<file path="src/lpr_pkg.sv">
// ----------------------------------------------------------------------------
// lpr_pkg
// Shared constants and types for the LRU page replacement block.
// ----------------------------------------------------------------------------
package lpr_pkg;

    localparam int LPR_MAX_FRAMES = 8;
    localparam int LPR_PAGE_BITS  = 16;
    localparam int LPR_CFG_W      = 4;
    localparam int LPR_FAULT_W    = 32;

    localparam logic [LPR_CFG_W-1:0] LPR_FRAMES_RESET = 4'd8;

    typedef struct packed {
        logic hit;
        logic evicted_valid;
    } lpr_status_t;

endpackage

</file>
<file path="src/lpr_if.sv">
// ----------------------------------------------------------------------------
// lpr_if
// Request, result and configuration channels of the LRU page replacement block.
// ----------------------------------------------------------------------------
interface lpr_req_if
    import lpr_pkg::*;
#(
    parameter int PAGE_BITS = LPR_PAGE_BITS
);
    logic                 valid;
    logic                 ready;
    logic [PAGE_BITS-1:0] page;
    logic                 final_access;

    modport source (output valid, output page, output final_access, input ready);
    modport sink   (input valid, input page, input final_access, output ready);
endinterface

interface lpr_rsp_if
    import lpr_pkg::*;
#(
    parameter int PAGE_BITS = LPR_PAGE_BITS,
    parameter int SLOT_W    = 3
);
    logic                   valid;
    logic                   ready;
    logic                   hit;
    logic [SLOT_W-1:0]      slot;
    logic                   evicted_valid;
    logic [PAGE_BITS-1:0]   evicted_page;
    logic [LPR_FAULT_W-1:0] fault_count;

    modport source (output valid, output hit, output slot, output evicted_valid,
                    output evicted_page, output fault_count, input ready);
    modport sink   (input valid, input hit, input slot, input evicted_valid,
                    input evicted_page, input fault_count, output ready);
endinterface

interface lpr_cfg_if
    import lpr_pkg::*;
();
    logic                 valid;
    logic                 ready;
    logic [LPR_CFG_W-1:0] data;

    modport source (output valid, output data, input ready);
    modport sink   (input valid, input data, output ready);
endinterface

</file>
<file path="src/lpr_policy.sv">
// ----------------------------------------------------------------------------
// lpr_policy
// Single-pass lookup, victim choice and recency update for one reference.
// ----------------------------------------------------------------------------
module lpr_policy
    import lpr_pkg::*;
#(
    parameter int MAX_FRAMES = LPR_MAX_FRAMES,
    parameter int PAGE_BITS  = LPR_PAGE_BITS,
    parameter int SLOT_W     = (MAX_FRAMES > 1) ? $clog2(MAX_FRAMES) : 1,
    parameter int CNT_W      = $clog2(MAX_FRAMES + 1)
)
(
    input  logic [PAGE_BITS-1:0]   page,
    input  logic                   final_access,
    input  logic [LPR_CFG_W-1:0]   frames_in_use,
    input  logic [PAGE_BITS-1:0]   pages [MAX_FRAMES],
    input  logic [SLOT_W-1:0]      ranks [MAX_FRAMES],
    input  logic [CNT_W-1:0]       filled,
    input  logic [LPR_FAULT_W-1:0] faults,
    output logic [PAGE_BITS-1:0]   pages_next [MAX_FRAMES],
    output logic [SLOT_W-1:0]      ranks_next [MAX_FRAMES],
    output logic [CNT_W-1:0]       filled_next,
    output logic [LPR_FAULT_W-1:0] faults_next,
    output lpr_status_t            status,
    output logic [SLOT_W-1:0]      slot,
    output logic [PAGE_BITS-1:0]   evicted_page,
    output logic [LPR_FAULT_W-1:0] fault_count
);

    localparam int CMP_W = (CNT_W > LPR_CFG_W) ? CNT_W : LPR_CFG_W;

    logic [CMP_W-1:0]       limit;
    logic [CMP_W-1:0]       cfg_x;
    logic                   hit;
    logic [SLOT_W-1:0]      hit_idx;
    logic [SLOT_W-1:0]      hit_rank;
    logic                   vic_found;
    logic [SLOT_W-1:0]      vic_idx;
    logic [SLOT_W-1:0]      last_rank;
    logic                   fill;
    logic [SLOT_W-1:0]      old_rank;
    logic [CNT_W-1:0]       count_after;
    logic [LPR_FAULT_W-1:0] faults_inc;

    always_comb
    begin
        cfg_x = CMP_W'(frames_in_use);
        if (cfg_x == '0)
        begin
            limit = CMP_W'(1);
        end
        else if (cfg_x > CMP_W'(MAX_FRAMES))
        begin
            limit = CMP_W'(MAX_FRAMES);
        end
        else
        begin
            limit = cfg_x;
        end
    end

    assign last_rank = SLOT_W'(filled - CNT_W'(1));

    always_comb
    begin
        hit       = 1'b0;
        hit_idx   = '0;
        hit_rank  = '0;
        vic_found = 1'b0;
        vic_idx   = '0;
        for (int i = 0; i < MAX_FRAMES; i++)
        begin
            if (!hit && (CNT_W'(i) < filled) && (pages[i] == page))
            begin
                hit      = 1'b1;
                hit_idx  = SLOT_W'(i);
                hit_rank = ranks[i];
            end
            if (!vic_found && (CNT_W'(i) < filled) && (ranks[i] == last_rank))
            begin
                vic_found = 1'b1;
                vic_idx   = SLOT_W'(i);
            end
        end
    end

    assign fill = !hit && (CMP_W'(filled) < limit);

    always_comb
    begin
        if (hit)
        begin
            slot     = hit_idx;
            old_rank = hit_rank;
        end
        else if (fill)
        begin
            slot     = SLOT_W'(filled);
            old_rank = '0;
        end
        else
        begin
            slot     = vic_idx;
            old_rank = last_rank;
        end
    end

    assign count_after = fill ? (filled + CNT_W'(1)) : filled;
    assign faults_inc  = (!hit && (faults != '1)) ? (faults + LPR_FAULT_W'(1)) : faults;

    always_comb
    begin
        for (int i = 0; i < MAX_FRAMES; i++)
        begin
            pages_next[i] = pages[i];
            if (final_access)
            begin
                ranks_next[i] = '0;
            end
            else if (SLOT_W'(i) == slot)
            begin
                ranks_next[i] = '0;
            end
            else if ((CNT_W'(i) < count_after) && (fill || (ranks[i] < old_rank)))
            begin
                ranks_next[i] = ranks[i] + SLOT_W'(1);
            end
            else
            begin
                ranks_next[i] = ranks[i];
            end
        end
        if (!hit)
        begin
            pages_next[slot] = page;
        end
    end

    assign filled_next          = final_access ? '0 : count_after;
    assign faults_next          = final_access ? '0 : faults_inc;
    assign fault_count          = faults_inc;
    assign status.hit           = hit;
    assign status.evicted_valid = !hit && !fill;
    assign evicted_page         = (!hit && !fill) ? pages[vic_idx] : '0;

endmodule

</file>
<file path="src/lru_page_replacement.sv">
// ----------------------------------------------------------------------------
// lru_page_replacement
// LRU page frame table with hit, slot, eviction and fault count per reference.
// ----------------------------------------------------------------------------
// Usage:
//   req  : one page reference per request (page, final_access).
//   rsp  : one result per request (hit, slot, evicted_valid, evicted_page,
//          fault_count), in request order.
//   cfg  : frames_in_use write channel, always ready; write only while idle.
// A request is held in the input register, then its result in the
// result register; one request is taken every cycle while the receiver
// does not stall. The rate is set by the combinational compare of all
// frames and rank update between the input and result registers.
// A request marked final_access clears the table, ranks and fault count
// once its result is computed.
// Reset empties the table and sets frames_in_use to 8.
// When the receiver stalls, the result register holds, the input register
// fills, and req.ready drops until the result is taken.
// ----------------------------------------------------------------------------
module lru_page_replacement
    import lpr_pkg::*;
#(
    parameter int MAX_FRAMES = LPR_MAX_FRAMES,
    parameter int PAGE_BITS  = LPR_PAGE_BITS
)
(
    input  logic      clk,
    input  logic      rst_n,
    lpr_req_if.sink   req,
    lpr_rsp_if.source rsp,
    lpr_cfg_if.sink   cfg
);

    localparam int SLOT_W = (MAX_FRAMES > 1) ? $clog2(MAX_FRAMES) : 1;
    localparam int CNT_W  = $clog2(MAX_FRAMES + 1);

    logic                   in_valid_reg;
    logic [PAGE_BITS-1:0]   in_page_reg;
    logic                   in_final_reg;
    logic                   out_valid_reg;
    logic                   out_hit_reg;
    logic [SLOT_W-1:0]      out_slot_reg;
    logic                   out_ev_valid_reg;
    logic [PAGE_BITS-1:0]   out_ev_page_reg;
    logic [LPR_FAULT_W-1:0] out_faults_reg;
    logic [LPR_CFG_W-1:0]   frames_reg;
    logic [PAGE_BITS-1:0]   pages_reg  [MAX_FRAMES];
    logic [PAGE_BITS-1:0]   pages_next [MAX_FRAMES];
    logic [SLOT_W-1:0]      ranks_reg  [MAX_FRAMES];
    logic [SLOT_W-1:0]      ranks_next [MAX_FRAMES];
    logic [CNT_W-1:0]       filled_reg;
    logic [CNT_W-1:0]       filled_next;
    logic [LPR_FAULT_W-1:0] faults_reg;
    logic [LPR_FAULT_W-1:0] faults_next;
    lpr_status_t            status;
    logic [SLOT_W-1:0]      slot;
    logic [PAGE_BITS-1:0]   evicted_page;
    logic [LPR_FAULT_W-1:0] fault_count;
    logic                   advance;
    logic                   take;

    assign advance   = in_valid_reg && (!out_valid_reg || rsp.ready);
    assign req.ready = !in_valid_reg || advance;
    assign take      = req.valid && req.ready;
    assign cfg.ready = 1'b1;

    lpr_policy #(
        .MAX_FRAMES (MAX_FRAMES),
        .PAGE_BITS  (PAGE_BITS),
        .SLOT_W     (SLOT_W),
        .CNT_W      (CNT_W)
    ) u_policy (
        .page          (in_page_reg),
        .final_access  (in_final_reg),
        .frames_in_use (frames_reg),
        .pages         (pages_reg),
        .ranks         (ranks_reg),
        .filled        (filled_reg),
        .faults        (faults_reg),
        .pages_next    (pages_next),
        .ranks_next    (ranks_next),
        .filled_next   (filled_next),
        .faults_next   (faults_next),
        .status        (status),
        .slot          (slot),
        .evicted_page  (evicted_page),
        .fault_count   (fault_count)
    );

    always_ff @(posedge clk or negedge rst_n)
    begin
        if (!rst_n)
        begin
            in_valid_reg  <= 1'b0;
            out_valid_reg <= 1'b0;
            frames_reg    <= LPR_FRAMES_RESET;
            filled_reg    <= '0;
            faults_reg    <= '0;
            for (int i = 0; i < MAX_FRAMES; i++)
            begin
                ranks_reg[i] <= '0;
            end
        end
        else
        begin
            if (cfg.valid)
            begin
                frames_reg <= cfg.data;
            end
            if (take)
            begin
                in_valid_reg <= 1'b1;
            end
            else if (advance)
            begin
                in_valid_reg <= 1'b0;
            end
            if (advance)
            begin
                out_valid_reg <= 1'b1;
                filled_reg    <= filled_next;
                faults_reg    <= faults_next;
                ranks_reg     <= ranks_next;
            end
            else if (rsp.ready)
            begin
                out_valid_reg <= 1'b0;
            end
        end
    end

    // hold payload; advance on handshake
    always_ff @(posedge clk)
    begin
        if (take)
        begin
            in_page_reg  <= req.page;
            in_final_reg <= req.final_access;
        end
        if (advance)
        begin
            pages_reg        <= pages_next;
            out_hit_reg      <= status.hit;
            out_slot_reg     <= slot;
            out_ev_valid_reg <= status.evicted_valid;
            out_ev_page_reg  <= evicted_page;
            out_faults_reg   <= fault_count;
        end
    end

    assign rsp.valid         = out_valid_reg;
    assign rsp.hit           = out_hit_reg;
    assign rsp.slot          = out_slot_reg;
    assign rsp.evicted_valid = out_ev_valid_reg;
    assign rsp.evicted_page  = out_ev_page_reg;
    assign rsp.fault_count   = out_faults_reg;

endmodule
</file>
<file path="src/flat_wrapper.sv">
// flat-port wrapper written by rule: the top's interface ports become plain ports
module lru_page_replacement_flat import lpr_pkg::*;
#(
    parameter int MAX_FRAMES = LPR_MAX_FRAMES,
    parameter int PAGE_BITS  = LPR_PAGE_BITS
)
  (clk, rst_n, req_valid, req_page, req_final_access, req_ready, rsp_valid, rsp_hit, rsp_slot, rsp_evicted_valid, rsp_evicted_page, rsp_fault_count, rsp_ready, cfg_valid, cfg_data, cfg_ready);
  lpr_req_if #(.PAGE_BITS(PAGE_BITS)) req_i ();
  lpr_rsp_if #(.PAGE_BITS(PAGE_BITS)) rsp_i ();
  lpr_cfg_if cfg_i ();
  input  logic clk;
  input  logic rst_n;
  input wire logic [$bits(req_i.valid)-1:0] req_valid;
  input wire logic [$bits(req_i.page)-1:0] req_page;
  input wire logic [$bits(req_i.final_access)-1:0] req_final_access;
  output wire logic [$bits(req_i.ready)-1:0] req_ready;
  output wire logic [$bits(rsp_i.valid)-1:0] rsp_valid;
  output wire logic [$bits(rsp_i.hit)-1:0] rsp_hit;
  output wire logic [$bits(rsp_i.slot)-1:0] rsp_slot;
  output wire logic [$bits(rsp_i.evicted_valid)-1:0] rsp_evicted_valid;
  output wire logic [$bits(rsp_i.evicted_page)-1:0] rsp_evicted_page;
  output wire logic [$bits(rsp_i.fault_count)-1:0] rsp_fault_count;
  input wire logic [$bits(rsp_i.ready)-1:0] rsp_ready;
  input wire logic [$bits(cfg_i.valid)-1:0] cfg_valid;
  input wire logic [$bits(cfg_i.data)-1:0] cfg_data;
  output wire logic [$bits(cfg_i.ready)-1:0] cfg_ready;
  assign req_i.valid = req_valid;
  assign req_i.page = req_page;
  assign req_i.final_access = req_final_access;
  assign req_ready = req_i.ready;
  assign rsp_valid = rsp_i.valid;
  assign rsp_hit = rsp_i.hit;
  assign rsp_slot = rsp_i.slot;
  assign rsp_evicted_valid = rsp_i.evicted_valid;
  assign rsp_evicted_page = rsp_i.evicted_page;
  assign rsp_fault_count = rsp_i.fault_count;
  assign rsp_i.ready = rsp_ready;
  assign cfg_i.valid = cfg_valid;
  assign cfg_i.data = cfg_data;
  assign cfg_ready = cfg_i.ready;
  lru_page_replacement #(.MAX_FRAMES(MAX_FRAMES), .PAGE_BITS(PAGE_BITS)) u_core (.clk(clk), .rst_n(rst_n), .req(req_i), .rsp(rsp_i), .cfg(cfg_i));
endmodule
</file>
<file path="config.mk">
export PLATFORM = sky130hd
export DESIGN_NAME = lru_page_replacement_flat
export DESIGN_NICKNAME = d
export VERILOG_FILES = /design/src/lpr_pkg.sv /design/src/lpr_if.sv /design/src/lpr_policy.sv /design/src/lru_page_replacement.sv /design/src/flat_wrapper.sv
export SDC_FILE = /design/constraint.sdc
export NUM_CORES = 1
export LEC_CHECK = 0
export BUFFER_PORTS_ARGS = -buffer_cell sky130_fd_sc_hd__buf_2
export CAP_MARGIN = 20
export CORE_ASPECT_RATIO = 0.5
export CORE_MARGIN = 1.5
export CORE_UTILIZATION = 30
export CTS_CLUSTER_SIZE = 40
export DETAILED_ROUTE_END_ITERATION = 12
export PLACE_DENSITY_LB_ADDON = 0.15
export SLEW_MARGIN = 15
export SYNTH_ARGS = -nofsm -noshare
export SYNTH_HDL_FRONTEND = slang
export SYNTH_SLANG_ARGS = --single-unit
</file>
<file path="constraint.sdc">
create_clock -name clk -period 6.5 [get_ports clk]
set_input_delay 0.325 -clock clk [delete_from_list [all_inputs] [get_ports clk]]
set_output_delay 0.325 -clock clk [all_outputs]
set_load 0.03 [all_outputs]
</file>
# ---- Yosys cells after proc, flatten, opt, wreduce, memory -nomap -nowiden
# Index checks and enable logic that the tools add are counted.
dict set report op_classes {
  n_reduce_logical 93
  n_addsub 11
  n_lt_le_gt_ge 29
  bitwise_logic 3
  n_mux 81
  eq_ne 24
}
# cell count
set ops {}
lappend ops {{$mux W3} 48}
lappend ops {{$bwmux W128} 1}
lappend ops {{$eq A16 B16 Y1} 8}
lappend ops {{$mux W32} 2}
lappend ops {{$bmux W16 S3} 1}
lappend ops {{$demux W16 S3} 1}
lappend ops {{$mux W16} 3}
lappend ops {{$logic_and A1 B1 Y1} 44}
lappend ops {{$add A32 B1 Y32 const B} 1}
lappend ops {{$lt A3 B4 Y1 const A} 8}
lappend ops {{$ne A32 B32 Y1 const B} 1}
lappend ops {{$add A3 B1 Y3 const B} 8}
lappend ops {{$eq A3 B3 Y1} 8}
lappend ops {{$lt A3 B3 Y1} 8}
lappend ops {{$reduce_bool A3 Y1} 8}
lappend ops {{$mux W1} 21}
lappend ops {{$logic_not A1 Y1} 18}
lappend ops {{$reduce_and A2 Y1} 9}
lappend ops {{$lt A1 B4 Y1 const A} 4}
lappend ops {{$lt A2 B4 Y1 const A} 4}
lappend ops {{$mux W4} 4}
lappend ops {{$eq A3 B3 Y1 const A} 4}
lappend ops {{$logic_or A1 B1 Y1} 10}
lappend ops {{$ge A4 B4 Y1 const B} 2}
lappend ops {{other kinds (12)} 15}
dict set report word_totals {
  reg_bits 264
}

# ---- Longest topological paths before layout
# Gate-level depths: netlist of the first run.
dict set report logic_depth {
  ltp_word 41
  mapped_depth 25
  depth_no_buf 19
}

# ---- By module
# A second synthesis of the first run with hierarchy kept.
dict set report unflattened {
  hier_cells 1465
  hier_area_um2 17167.7
}
# mod instances area_per_inst_um2 cells_per_inst seq_area_each_um2
set by_module_without_submodules {}
lappend by_module_without_submodules {lru_page_replacement 1 8674.6 343 7598.5}
lappend by_module_without_submodules {lpr_policy 1 8493.1 1122 0.0}

# ---- Least setup slack after synthesis of the first run
# Ideal clock, no wire load.
dict set report synth_timing {
  path_type {reg-to-reg}
  start {register u_core.filled_reg[1]}
  end {register u_core.ranks_reg[23] in the netlist's numbering}
  n_path_buf 6
  setup_ns 0.066
  t_arrival_ns 5.363
  stages_incl_launch_ff 26
  slack_ns 1.071
  period_less_slack_ns 5.429
  required_ns 6.434
  path_cell_list {dfrtp_1 -> clkbuf_1 -> inv_1 -> ha_1 -> nor2b_1 -> o21ai_0 -> nor4bb_1 -> and3_1 -> nor3_4 -> or3b_1 -> buf_2 -> nor2_4 -> inv_1 -> clkbuf_1 -> clkbuf_1 -> ha_1 -> mux2i_1 -> a211o_1 -> and3_1 -> buf_6 -> or2_0 -> o2111a_1 -> or4_1 -> clkbuf_2 -> or4b_1 -> nand2_1}
}
# item line
set synth_lines {}
lappend synth_lines {{from (decl)} lru_page_replacement.sv:51} ;# logic [CNT_W-1:0] filled_reg;
lappend synth_lines {{from (signal assigned)} lru_page_replacement.sv:121} ;# filled_reg <= filled_next;
lappend synth_lines {{to (signal assigned)} lru_page_replacement.sv:123} ;# ranks_reg <= ranks_next;
lappend synth_lines {{to (decl)} lru_page_replacement.sv:49} ;# logic [SLOT_W-1:0] ranks_reg [MAX_FRAMES];

# ---- Final worst setup path of the first run
dict set report layout_timing {
  start {register u_core.filled_reg[0]}
  end {register u_core.ranks_reg[23] in the netlist's numbering}
}
dict set report layout_via {
  elab_chain_cells 40
  elab_cells_between_ends 116
  classes_between {2 x add/sub; 11 x order compare; 8 x eq/ne; 44 x mux; 51 x reduce/logical}
}
# item line
set layout_lines {}
lappend layout_lines {{$lt A1 B4 Y1} {lpr_policy.sv:74, lpr_policy.sv:80}}
lappend layout_lines {{$logic_and A1 B1 Y1} lpr_policy.sv:74} ;# if (!hit && (CNT_W'(i) < filled) && (pages[i] == page))
lappend layout_lines {{$mux W1} lpr_policy.sv:74}
lappend layout_lines {{$logic_not A1 Y1} lpr_policy.sv:74}
lappend layout_lines {{$logic_and A1 B1 Y1 (2 in a row)} lpr_policy.sv:74}
lappend layout_lines {{$mux W1} lpr_policy.sv:74}
lappend layout_lines {{$logic_not A1 Y1} lpr_policy.sv:74}
lappend layout_lines {{$logic_and A1 B1 Y1 (2 in a row)} lpr_policy.sv:74}
lappend layout_lines {{[22 not listed]} -}
lappend layout_lines {{$logic_and A1 B1 Y1} lpr_policy.sv:88} ;# assign fill = !hit && (CMP_W'(filled) < limit);
lappend layout_lines {{$mux W3} lpr_policy.sv:97} ;# else if (fill)
lappend layout_lines {{$mux W3} lpr_policy.sv:92} ;# if (hit)
lappend layout_lines {{$lt A3 B3 Y1} lpr_policy.sv:125} ;# else if ((CNT_W'(i) < count_after) && (fill || (ranks[i] < old_rank)))
lappend layout_lines {{$logic_or A1 B1 Y1} lpr_policy.sv:125}
lappend layout_lines {{$logic_and A1 B1 Y1} lpr_policy.sv:125}
lappend layout_lines {{$reduce_bool A3 Y1 (no source line)} -}
lappend layout_lines {{$reduce_and A2 Y1 (no source line)} -}
# Several ways; a longest one is shown, not always the timed one.
# A chain may end at the register's enable or synchronous reset.

==> results of run 1 <==
==> cell families (layout without fill, tap and decap cells) <==
kind of cell / after synthesis / after routing / share of synthesized area
and+or+nand+nor: 408 / 408 / 0.155
AOI/OAI and AO/OA: 280 / 280 / 0.128
DFF: 264 / 264 / 0.514
xor gates and xnor gates: 184 / 184 / 0.113
buffers and inverters: 100 / 206 / 0.0329
muxes: 52 / 52 / 0.0361
adders and majority gates: 26 / 26 / 0.0217
other: 1 / 1 / 0.000254
==> layout make-up <==
class                           count  share of cell area
Sequential cell                   264               0.449
Multi-Input combinational cell    951               0.397
Tap cell                          649              0.0480
Clock inverter                     14             0.00643
Clock buffer                       34              0.0427
Inverter                           26             0.00584
Timing Repair Buffer              132              0.0506
==> synth_stat cells, types with 11 or more instances <==
master    instances
ha_1             24
xor2_1           93
clkbuf_1         40
mux2i_1          42
and3_1           19
a31oi_1          18
nor4_1           22
o211ai_1         14
a211oi_1         52
a21oi_1          61
dfrtp_1          65
nor2_1           63
nand2b_1         12
inv_1            26
o31ai_1          18
nand2_1          87
a22o_1           11
nand3_1          33
o21ai_0          50
nor2b_1          40
xnor2_1          84
nor3_1           21
edfxtp_1        198
nand4_1          31
==> repair_timing <==
item                       CTS  global route
setup endpoints to repair    0             0
hold endpoints to repair    87             0
hold buffers                25             0
==> metrics by stage <==
step                      worst slack, ps  instance area, um2   util
final                                 482               16900  0.348
after global routing                  124               16900  0.348
after CTS                             609               16900  0.348
after detailed placement              677               15800  0.326
after global placement                840               15800  0.326
after floorplan                      1070               14800      -
==> worst register-to-register path: cells and delay by family (launching register included) <==
family / cells / cell delay, ps
simple gates: 11 / 3630
flops: 1 / 730
compound gates: 3 / 720
buf+inv: 2 / 330
fa+ha+maj: 2 / 470
mux: 1 / 80
==> metal layers <==
metal / GRT usage / part of all wire / up-vias
li1: - / - / 5080
met3: 0.0258 / 0.043 / 52
met1: 0.277 / 0.49 / 5509
met4: 0.0316 / 0.016 / 0
met5: 0 / 0 / -
met2: 0.300 / 0.45 / 260
==> power groups by stage <==
stage	Sequential, mW	Combinational, mW	Clock [mW]
global route	2.34	2.47	1.64
detailed placement	2.34	2.25	0
global placement	2.34	2.23	0
CTS	2.31	2.27	1.58
floorplan	2.33	1.52	0
finish	2.32	2.25	1.52
==> path summary, 6_finish.rpt <==
check,startpoint,endpoint,slack (ps),cells past startpoint
setup / recovery,u_core.filled_reg[0],u_core.ranks_reg[23],480,19
min in group asynchronous,rst_n,u_core.faults_reg[28],420,2
setup reg to reg,u_core.filled_reg[0],u_core.ranks_reg[23],480,19
hold reg to reg,u_core.in_page_reg[7],u_core.pages_reg[71],470,0
max in group asynchronous,rst_n,u_core.frames_reg[0],5480,2
hold / removal,rsp_ready,u_core.in_valid_reg,70,3
==> impl_metrics.tcl, run 1 <==
set metrics [dict create \
    status "completed" \
    cellLeakagePower_nw 6.20 \
    drt_iter0_markers 953 \
    drt-total-wl_um 48100 \
    cpPeakStageDelay_ps 730 \
    antenna_cells 0 \
    num-fill-cells 4826 \
    wl_per_cell_um 23.2 \
    synth.avg_cell_area_um2 11.2 \
    power_density_nw_per_um2 360 \
    intPower_mw 3.69 \
    worstPathCellList "inv_1 > ha_1 > nor2b_1 > o21ai_0 > nor4bb_1 > and3_1 > nor3_4 > or3b_1 > nor2_4 > inv_1 > ha_1 > mux2i_1 > a211o_1 > and3_1 > or2_0 > o2111a_1 > or4_1 > or4b_1 > nand2_1" \
    crit_slowest_cell "dfrtp_1" \
    layout_common_cells "198 x edfxtp_1, 93 x xor2_1, 86 x nand2_1" \
    ff_latch_area_um2 7600 \
    drive_above_1_share 0.139 \
    post_cts_resized 0 \
    synth-edff-count 198 \
    place_inst 1997 \
    setup_viol 0 \
    worstPathArrival_ps 6520 \
    total_power_mw 6.09 \
    clock_skew_ps 26.9 \
    grt-ovfl-total 0 \
    first_global_vias 10600 \
    largest_reg_flops 128 \
    power_switching_mw 2.40 \
    fmax_mhz 166 \
    cts_tree "done" \
    tns_ps 0 \
    synth_nets 1365 \
    htreeDepth 1 \
    clockBufferDepth 3 \
    ys.flop_type "edfxtp_1" \
    grt_max_degree 68 \
    layout_commonest_cell "edfxtp_1" \
    num-nets-final 1452 \
    crit_path_end_kind "register" \
    cts_root_buf "clkbuf_16" \
    place_congestion 0.957 \
    groute.usage.overall 0.189 \
    clk_latency_ps 590 \
    path_max_fanout 13 \
    dr.pass1.iters 5 \
    worst_slew_pin_slew_ps 991 \
    cts_setup_buffers 0 \
    grt_setup_unrepaired "false" \
    cts_made_buffers 27 \
    switching_share 0.394 \
    viasPerCell 5.27 \
    start_util 0.304 \
    grt_first_pass_wirelength_um 71300 \
    cp_top_family "simple AND/OR/NAND/NOR gates" \
    io_pins 82 \
    ys_seq_elements 264 \
    fp.dieW_um 317 \
    min_period_ps 6020 \
    drt.antenna.violating_nets 0 \
    cts.sink_count 264 \
    min_path_type "in -> reg" \
    combPwrFrac 0.369 \
    yosys.cell_types.count 86 \
    coreArea_um2 48600 \
    cp_data_required_time_ps 7000 \
    die_y_um 160 \
    dieArea_um2 50700 \
    antenna_found_initial 2 \
    whs_ps 72.6 \
    p_seq_frac 0.380 \
    syn_inst 1315 \
    clk_pin_slew_worst_paths_ps 70 \
    slew_violations 0 \
    dp_hpwl_um 34700 \
    path_class "reg -> reg" \
    syn2layout_area_growth_pct 14.5 \
    vdd_drop_max_v 0.000268 \
    synth_area_leader_cell "edfxtp_1" \
    relSlewSlack 0.339 \
    vias 10900 \
    async_flop_share 0.250 \
    row_count 57 \
    io_buffers 80 \
    cp-start-kind "register" \
    synth_area_um2 14800 \
    multiInputGateArea_um2 6720 \
    drc 0 \
    hold_viol_final 0 \
    synth_top_cells_by_area "edfxtp_1 40%, dfrtp_1 11%, xor2_1 5.5%" \
    yosys.area.top_type_share 0.402 \
    p_clk_frac 0.250 \
    path_buf_inv 2 \
    cap_violations 0 \
    post-route-period-util 0.926 \
    ys_seq_area_frac 0.514 \
    ys_warn_count 0 \
    fin_cells 2070 \
]
Power figures use the tool's default switching activity.
==> run 2, diff against run 1 <==
Settings changed: ABC_CLOCK_PERIOD_IN_PS set to 6500, MAX_ROUTING_LAYER set to met4.
==> run 2 against run 1 <==
Compared with the run above: sequential share of layout area is 0.063 points higher; clock power hardly changed; register-to-register slack better by 100 ps; flip-flop and latch count stayed put; critical path depth stayed put; final area is 0.14% lower; fmax is 1.7% higher; non-clock buffer count is 2 lower; setup slack better by 100 ps; sequential power hardly changed.
==> impl_metrics.tcl, run 2 (same netlist as run 1, synthesis figures left out) <==
set metrics [dict create \
    relSlewSlack 0.381 \
    r2r_cells 19 \
    holdPathStages 3 \
    path_class "reg -> reg" \
    status "completed" \
    min_path_type "in -> reg" \
    whs_endpoint "u_core.in_valid_reg" \
    pre_cts_slack_ps 722 \
    dr.pass1.iters 5 \
    vdd_drop_max_v 0.000268 \
    num-nets-final 1449 \
    layout_common_cells "198 x edfxtp_1, 93 x xor2_1, 86 x nand2_1" \
    worst_slack_ps 584 \
    cp-start-kind "register" \
    setup_viol 0 \
    groute.usage.overall 0.191 \
    fp.dieW_um 317 \
    final_area_um2 16900 \
    clk_latency_ps 570 \
    syn2layout_area_growth_pct 14.3 \
    hold_viol_final 0 \
    power_density_nw_per_um2 359 \
    grt_max_degree 67 \
    drive_above_1_share 0.137 \
    r2r_start "u_core.filled_reg[1]" \
    worstPathArrival_ps 6400 \
    crit_slowest_cell "nor4bb_1" \
    dieArea_um2 50700 \
    total_power_mw 6.07 \
    drt-total-wl_um 47300 \
    cts_made_buffers 26 \
    cap_violations 0 \
    clk_pin_slew_worst_paths_ps 70 \
    antenna_cells 0 \
    die_y_um 160 \
    cts.sink_count 264 \
    largest_reg_flops 128 \
    row_count 57 \
    cpPeakStageDelay_ps 720 \
    wl_per_cell_um 22.9 \
    drc 0 \
    grt_setup_unrepaired "false" \
    place_congestion 1.02 \
    io_pins 82 \
    slew_violations 0 \
    crit_path_end_kind "register" \
    htreeDepth 1 \
    drt_iter0_markers 889 \
    grt-ovfl-total 0 \
    layout_commonest_cell "edfxtp_1" \
    cp_data_required_time_ps 6990 \
    vias 10800 \
    drt.antenna.violating_nets 0 \
    viasPerCell 5.21 \
    post-route-period-util 0.910 \
    io_buffers 80 \
    placed_cell_area_um2 15800 \
    cts_setup_buffers 0 \
    cellLeakagePower_nw 6.18 \
    rrSetupSlack_ps 580 \
    fmax_mhz 169 \
    min_period_ps 5920 \
    cts_tree "done" \
    antenna_found_initial 2 \
    cts_root_buf "clkbuf_16" \
    coreArea_um2 48600 \
    min_from "rsp_ready" \
    clockBufferDepth 3 \
    first_global_vias 10600 \
    path_max_fanout 10 \
    worstPathCellList "inv_1 > ha_1 > nor2b_1 > o21ai_0 > nor4bb_1 > and3_1 > nor3_4 > or3b_1 > nor2_4 > inv_1 > ha_1 > mux2i_1 > a211o_1 > and3_1 > or2_0 > o2111a_1 > or4_1 > or4b_1 > nand2_1" \
    r2r-end "u_core.ranks_reg[23]" \
    grt_first_pass_wirelength_um 70000 \
    worst_slew_pin_slew_ps 929 \
    start_util 0.304 \
    dp_hpwl_um 34000 \
    clock_skew_ps 26.7 \
    tns_ps 0 \
]
-- run 2: cell types whose count changed in the layout (fill, tap and decap cells not counted) --
| cell | before | now |
|---|---|---|
| clkinv_1 | 4 | 5 |
| clkinvlp_4 | 0 | 3 |
| clkbuf_16 | 27 | 26 |
| clkinv_2 | 8 | 5 |
| clkinv_8 | 0 | 1 |
| clkinv_4 | 1 | 0 |
| dlygate4sd3_1 | 25 | 24 |
| buf_4 | 28 | 27 |
| clkbuf_1 | 5 | 6 |
| clkbuf_8 | 2 | 1 |
| bufinv_16 | 1 | 2 |
| inv_16 | 1 | 0 |
-- run 2: report_power, final --
part	switching [mW]	internal [mW]	total [mW]
logic	1.46	0.801	2.26
clock network	0.686	0.829	1.51
registers	0.228	2.06	2.29
total	2.37	3.69	6.07
-- run 2: how the worst max path moves through the flow --
stage | endpoint | slack [ps] | cells past startpoint | startpoint
6_report | u_core.ranks_reg[23] | 580 | 19 | u_core.filled_reg[1]
5_1_grt | u_core.ranks_reg[23] | 150 | 19 | u_core.filled_reg[1]
4_1_cts | u_core.ranks_reg[23] | 640 | 19 | u_core.filled_reg[1]
3_5_place_dp | u_core.ranks_reg[23] | 720 | 19 | u_core.filled_reg[1]
3_3_place_gp | u_core.ranks_reg[23] | 870 | 19 | u_core.filled_reg[1]
2_1_floorplan | u_core.ranks_reg[23] | 1070 | 25 | u_core.filled_reg[1]
-- run 2: stage by stage --
| stage | std cells | hold WS (ps) | util |
|---|---|---|---|
| final | 2068 | 76.9 | 0.348 |
| after floorplan | 1315 | 29.4 | - |
| after global routing | 2068 | 65.7 | 0.348 |
| after CTS | 2068 | 45.1 | 0.348 |
| after detailed placement | 1996 | 501 | 0.326 |
| after global placement | 1996 | 496 | 0.326 |
-- run 2: area by class of cell --
type | count | area (um2)
fill | 4850 | 31700
sequential | 264 | 7600
multi-input combinational | 951 | 6720
timing repair buffer | 130 | 838
tap | 649 | 812
clock buffer | 33 | 687
clock inverter | 15 | 138
inverter | 26 | 98.8
-- run 2: routing by layer --
metal  GRT usage  wire length (um)
met1       0.267             22800
met2       0.291             21200
met3      0.0306              2290
met4      0.0409              1040
met5           -                 0
-- run 2: what timing repair did --
| item | CTS | global route |
|---|---|---|
| hold buffers | 24 | 0 |
| resized for setup | 0 | 0 |
| endpoints found under the hold margin | 87 | 0 |
-- run 2: critical path, delay by kind of cell (launching register included) --
kind,cells,cell delay [ps]
DFF,1,580
AOI/OAI and AO/OA,3,750
buffers and inverters,2,250
adders and majority gates,2,430
muxes,1,70
and+or+nand+nor,11,3740
==> run 3, diff against run 2 <==
Settings changed: RECOVER_POWER set to 25.
==> run 3 against run 2 <==
Compared with the run above: the flow now finishes with violations (max-capacitance violations, max-slew violations); largest cell class unchanged; flip-flop and latch count did not move; utilization about the same; register-to-register slack lost 40 ps; critical path depth unchanged; final cell count unchanged; sequential power barely moved; critical path type unchanged; count of clock-buffer cells in the layout unchanged; largest power group unchanged.
==> impl_metrics.tcl, run 3 (same netlist as run 1, synthesis figures left out) <==
set metrics [dict create \
    cts_made_buffers 26 \
    post_cts_resized 0 \
    crit_slowest_cell "nor4bb_1" \
    cp_data_required_time_ps 6990 \
    syn2layout_area_growth_pct 14.3 \
    worstPathArrival_ps 6440 \
    cp-start-kind "register" \
    setup_viol 0 \
    drt-total-wl_um 47300 \
    hold_viol_final 0 \
    path_buf_inv 2 \
    coreArea_um2 48600 \
    vdd_drop_max_v 0.000271 \
    viasPerCell 5.20 \
    htreeDepth 1 \
    fmax_mhz 168 \
    multiInputGateArea_um2 6720 \
    cts_root_buf "clkbuf_16" \
    drive_above_1_share 0.133 \
    largest_reg_flops 128 \
    grt_setup_unrepaired "false" \
    status "complete, but fails checks" \
    path_max_fanout 10 \
    io_buffers 80 \
    groute.usage.overall 0.191 \
    die_y_um 160 \
    slew_violations 67 \
    relSlewSlack -1.60 \
    clk_latency_ps 570 \
    grt-ovfl-total 0 \
    clock_skew_ps 24.1 \
    antenna_cells 0 \
    cp_top_family "simple AND/OR/NAND/NOR gates" \
    cts.sink_count 264 \
    clk_pin_slew_worst_paths_ps 70 \
    dieArea_um2 50700 \
    place_congestion 1.02 \
    violations "max-capacitance violations, max-slew violations" \
    grt_first_pass_wirelength_um 70000 \
    dr.pass1.iters 5 \
    tns_ps 0 \
    first_global_vias 10600 \
    worstPathCellList "inv_1 > ha_1 > nor2b_1 > o21ai_0 > nor4bb_1 > and3_1 > nor3_4 > or3b_1 > nor2_4 > inv_1 > ha_1 > mux2i_1 > a211o_1 > and3_1 > or2_0 > o2111a_1 > or4_1 > or4b_1 > nand2_1" \
    crit_path_end_kind "register" \
    grt_max_degree 67 \
    worst_slack_ps 544 \
    min_path_type "in -> reg" \
    wl_per_cell_um 22.9 \
    antenna_found_initial 2 \
    row_count 57 \
    vias 10800 \
    num-nets-final 1449 \
    min_period_ps 5960 \
    drc 0 \
    fp.dieW_um 317 \
    path_class "reg -> reg" \
    post-route-period-util 0.916 \
    io_pins 82 \
    cts_hold_buf 24 \
    drt.antenna.violating_nets 0 \
    ff_latch_area_um2 7600 \
    num-fill-cells 4847 \
    cts_setup_buffers 0 \
    layout_common_cells "198 x edfxtp_1, 93 x xor2_1, 86 x nand2_1" \
    layout_commonest_cell "edfxtp_1" \
    drt_iter0_markers 899 \
    cap_violations 1 \
    pre_cts_slack_ps 722 \
    start_util 0.304 \
    cts_tree "done" \
    cpPeakStageDelay_ps 780 \
    clockBufferDepth 3 \
    cellLeakagePower_nw 6.16 \
    power_density_nw_per_um2 360 \
    dp_hpwl_um 34000 \
    total_power_mw 6.07 \
    worst_slew_pin_slew_ps 3900 \
]
[run 3: final timing paths]
check / start / end / slack [ps] / cells past startpoint
setup reg to reg: u_core.filled_reg[1] / u_core.ranks_reg[23] / 540 / 19
setup / recovery: u_core.filled_reg[1] / u_core.ranks_reg[23] / 540 / 19
min in group asynchronous: rst_n / u_core.faults_reg[26] / 1680 / 2
max in group asynchronous: rst_n / u_core.frames_reg[0] / 2630 / 2
hold / removal: rsp_ready / u_core.in_valid_reg / 80 / 3
hold reg to reg: u_core.frames_reg[0] / u_core.frames_reg[0] / 510 / 1
[run 3: power breakdown]
part	total, mW	internal, mW	leakage [nW]	switching (mW)
sequential	2.29	2.06	2.74	0.228
combinational	2.27	0.801	3.02	1.47
clock	1.51	0.829	0.394	0.685
total	6.07	3.69	6.16	2.38
[run 3: worst register-to-register path: cells and delay by family, from the launching register on]
kind                     cells  cell delay, ps
AND/OR/NAND/NOR             11            3790
AO/OA/AOI/OAI                3             740
flip-flops                   1             580
adder cells (fa/ha/maj)      2             430
buffers and inverters        2             250
multiplexers                 1              70
[run 3: metrics by stage]
step / cell area (um2) / utilization / std cells / hold WS [ps]
6_report: 16900 / 0.348 / 2068 / 76.9
5_1_grt: 16900 / 0.348 / 2068 / 65.7
4_1_cts: 16900 / 0.348 / 2068 / 45.1
3_5_place_dp: 15800 / 0.326 / 1996 / 501
3_3_place_gp: 15800 / 0.326 / 1996 / 496
2_1_floorplan: 14800 / - / 1315 / 29.4
[run 3: final cells by class]
type,instances,area share
repair buffers,130,0.0490
inverters,26,0.00585
clock buffers,33,0.0407
well taps,649,0.0481
clock inverters,15,0.00815
flip-flops and latches,264,0.450
multi-input cells,951,0.398
[run 3: metal layers]
layer / part of all wire / global-route usage
met1: 0.48 / 0.267
met2: 0.45 / 0.291
met3: 0.047 / 0.0306
met4: 0.023 / 0.0409
met5: 0 / -
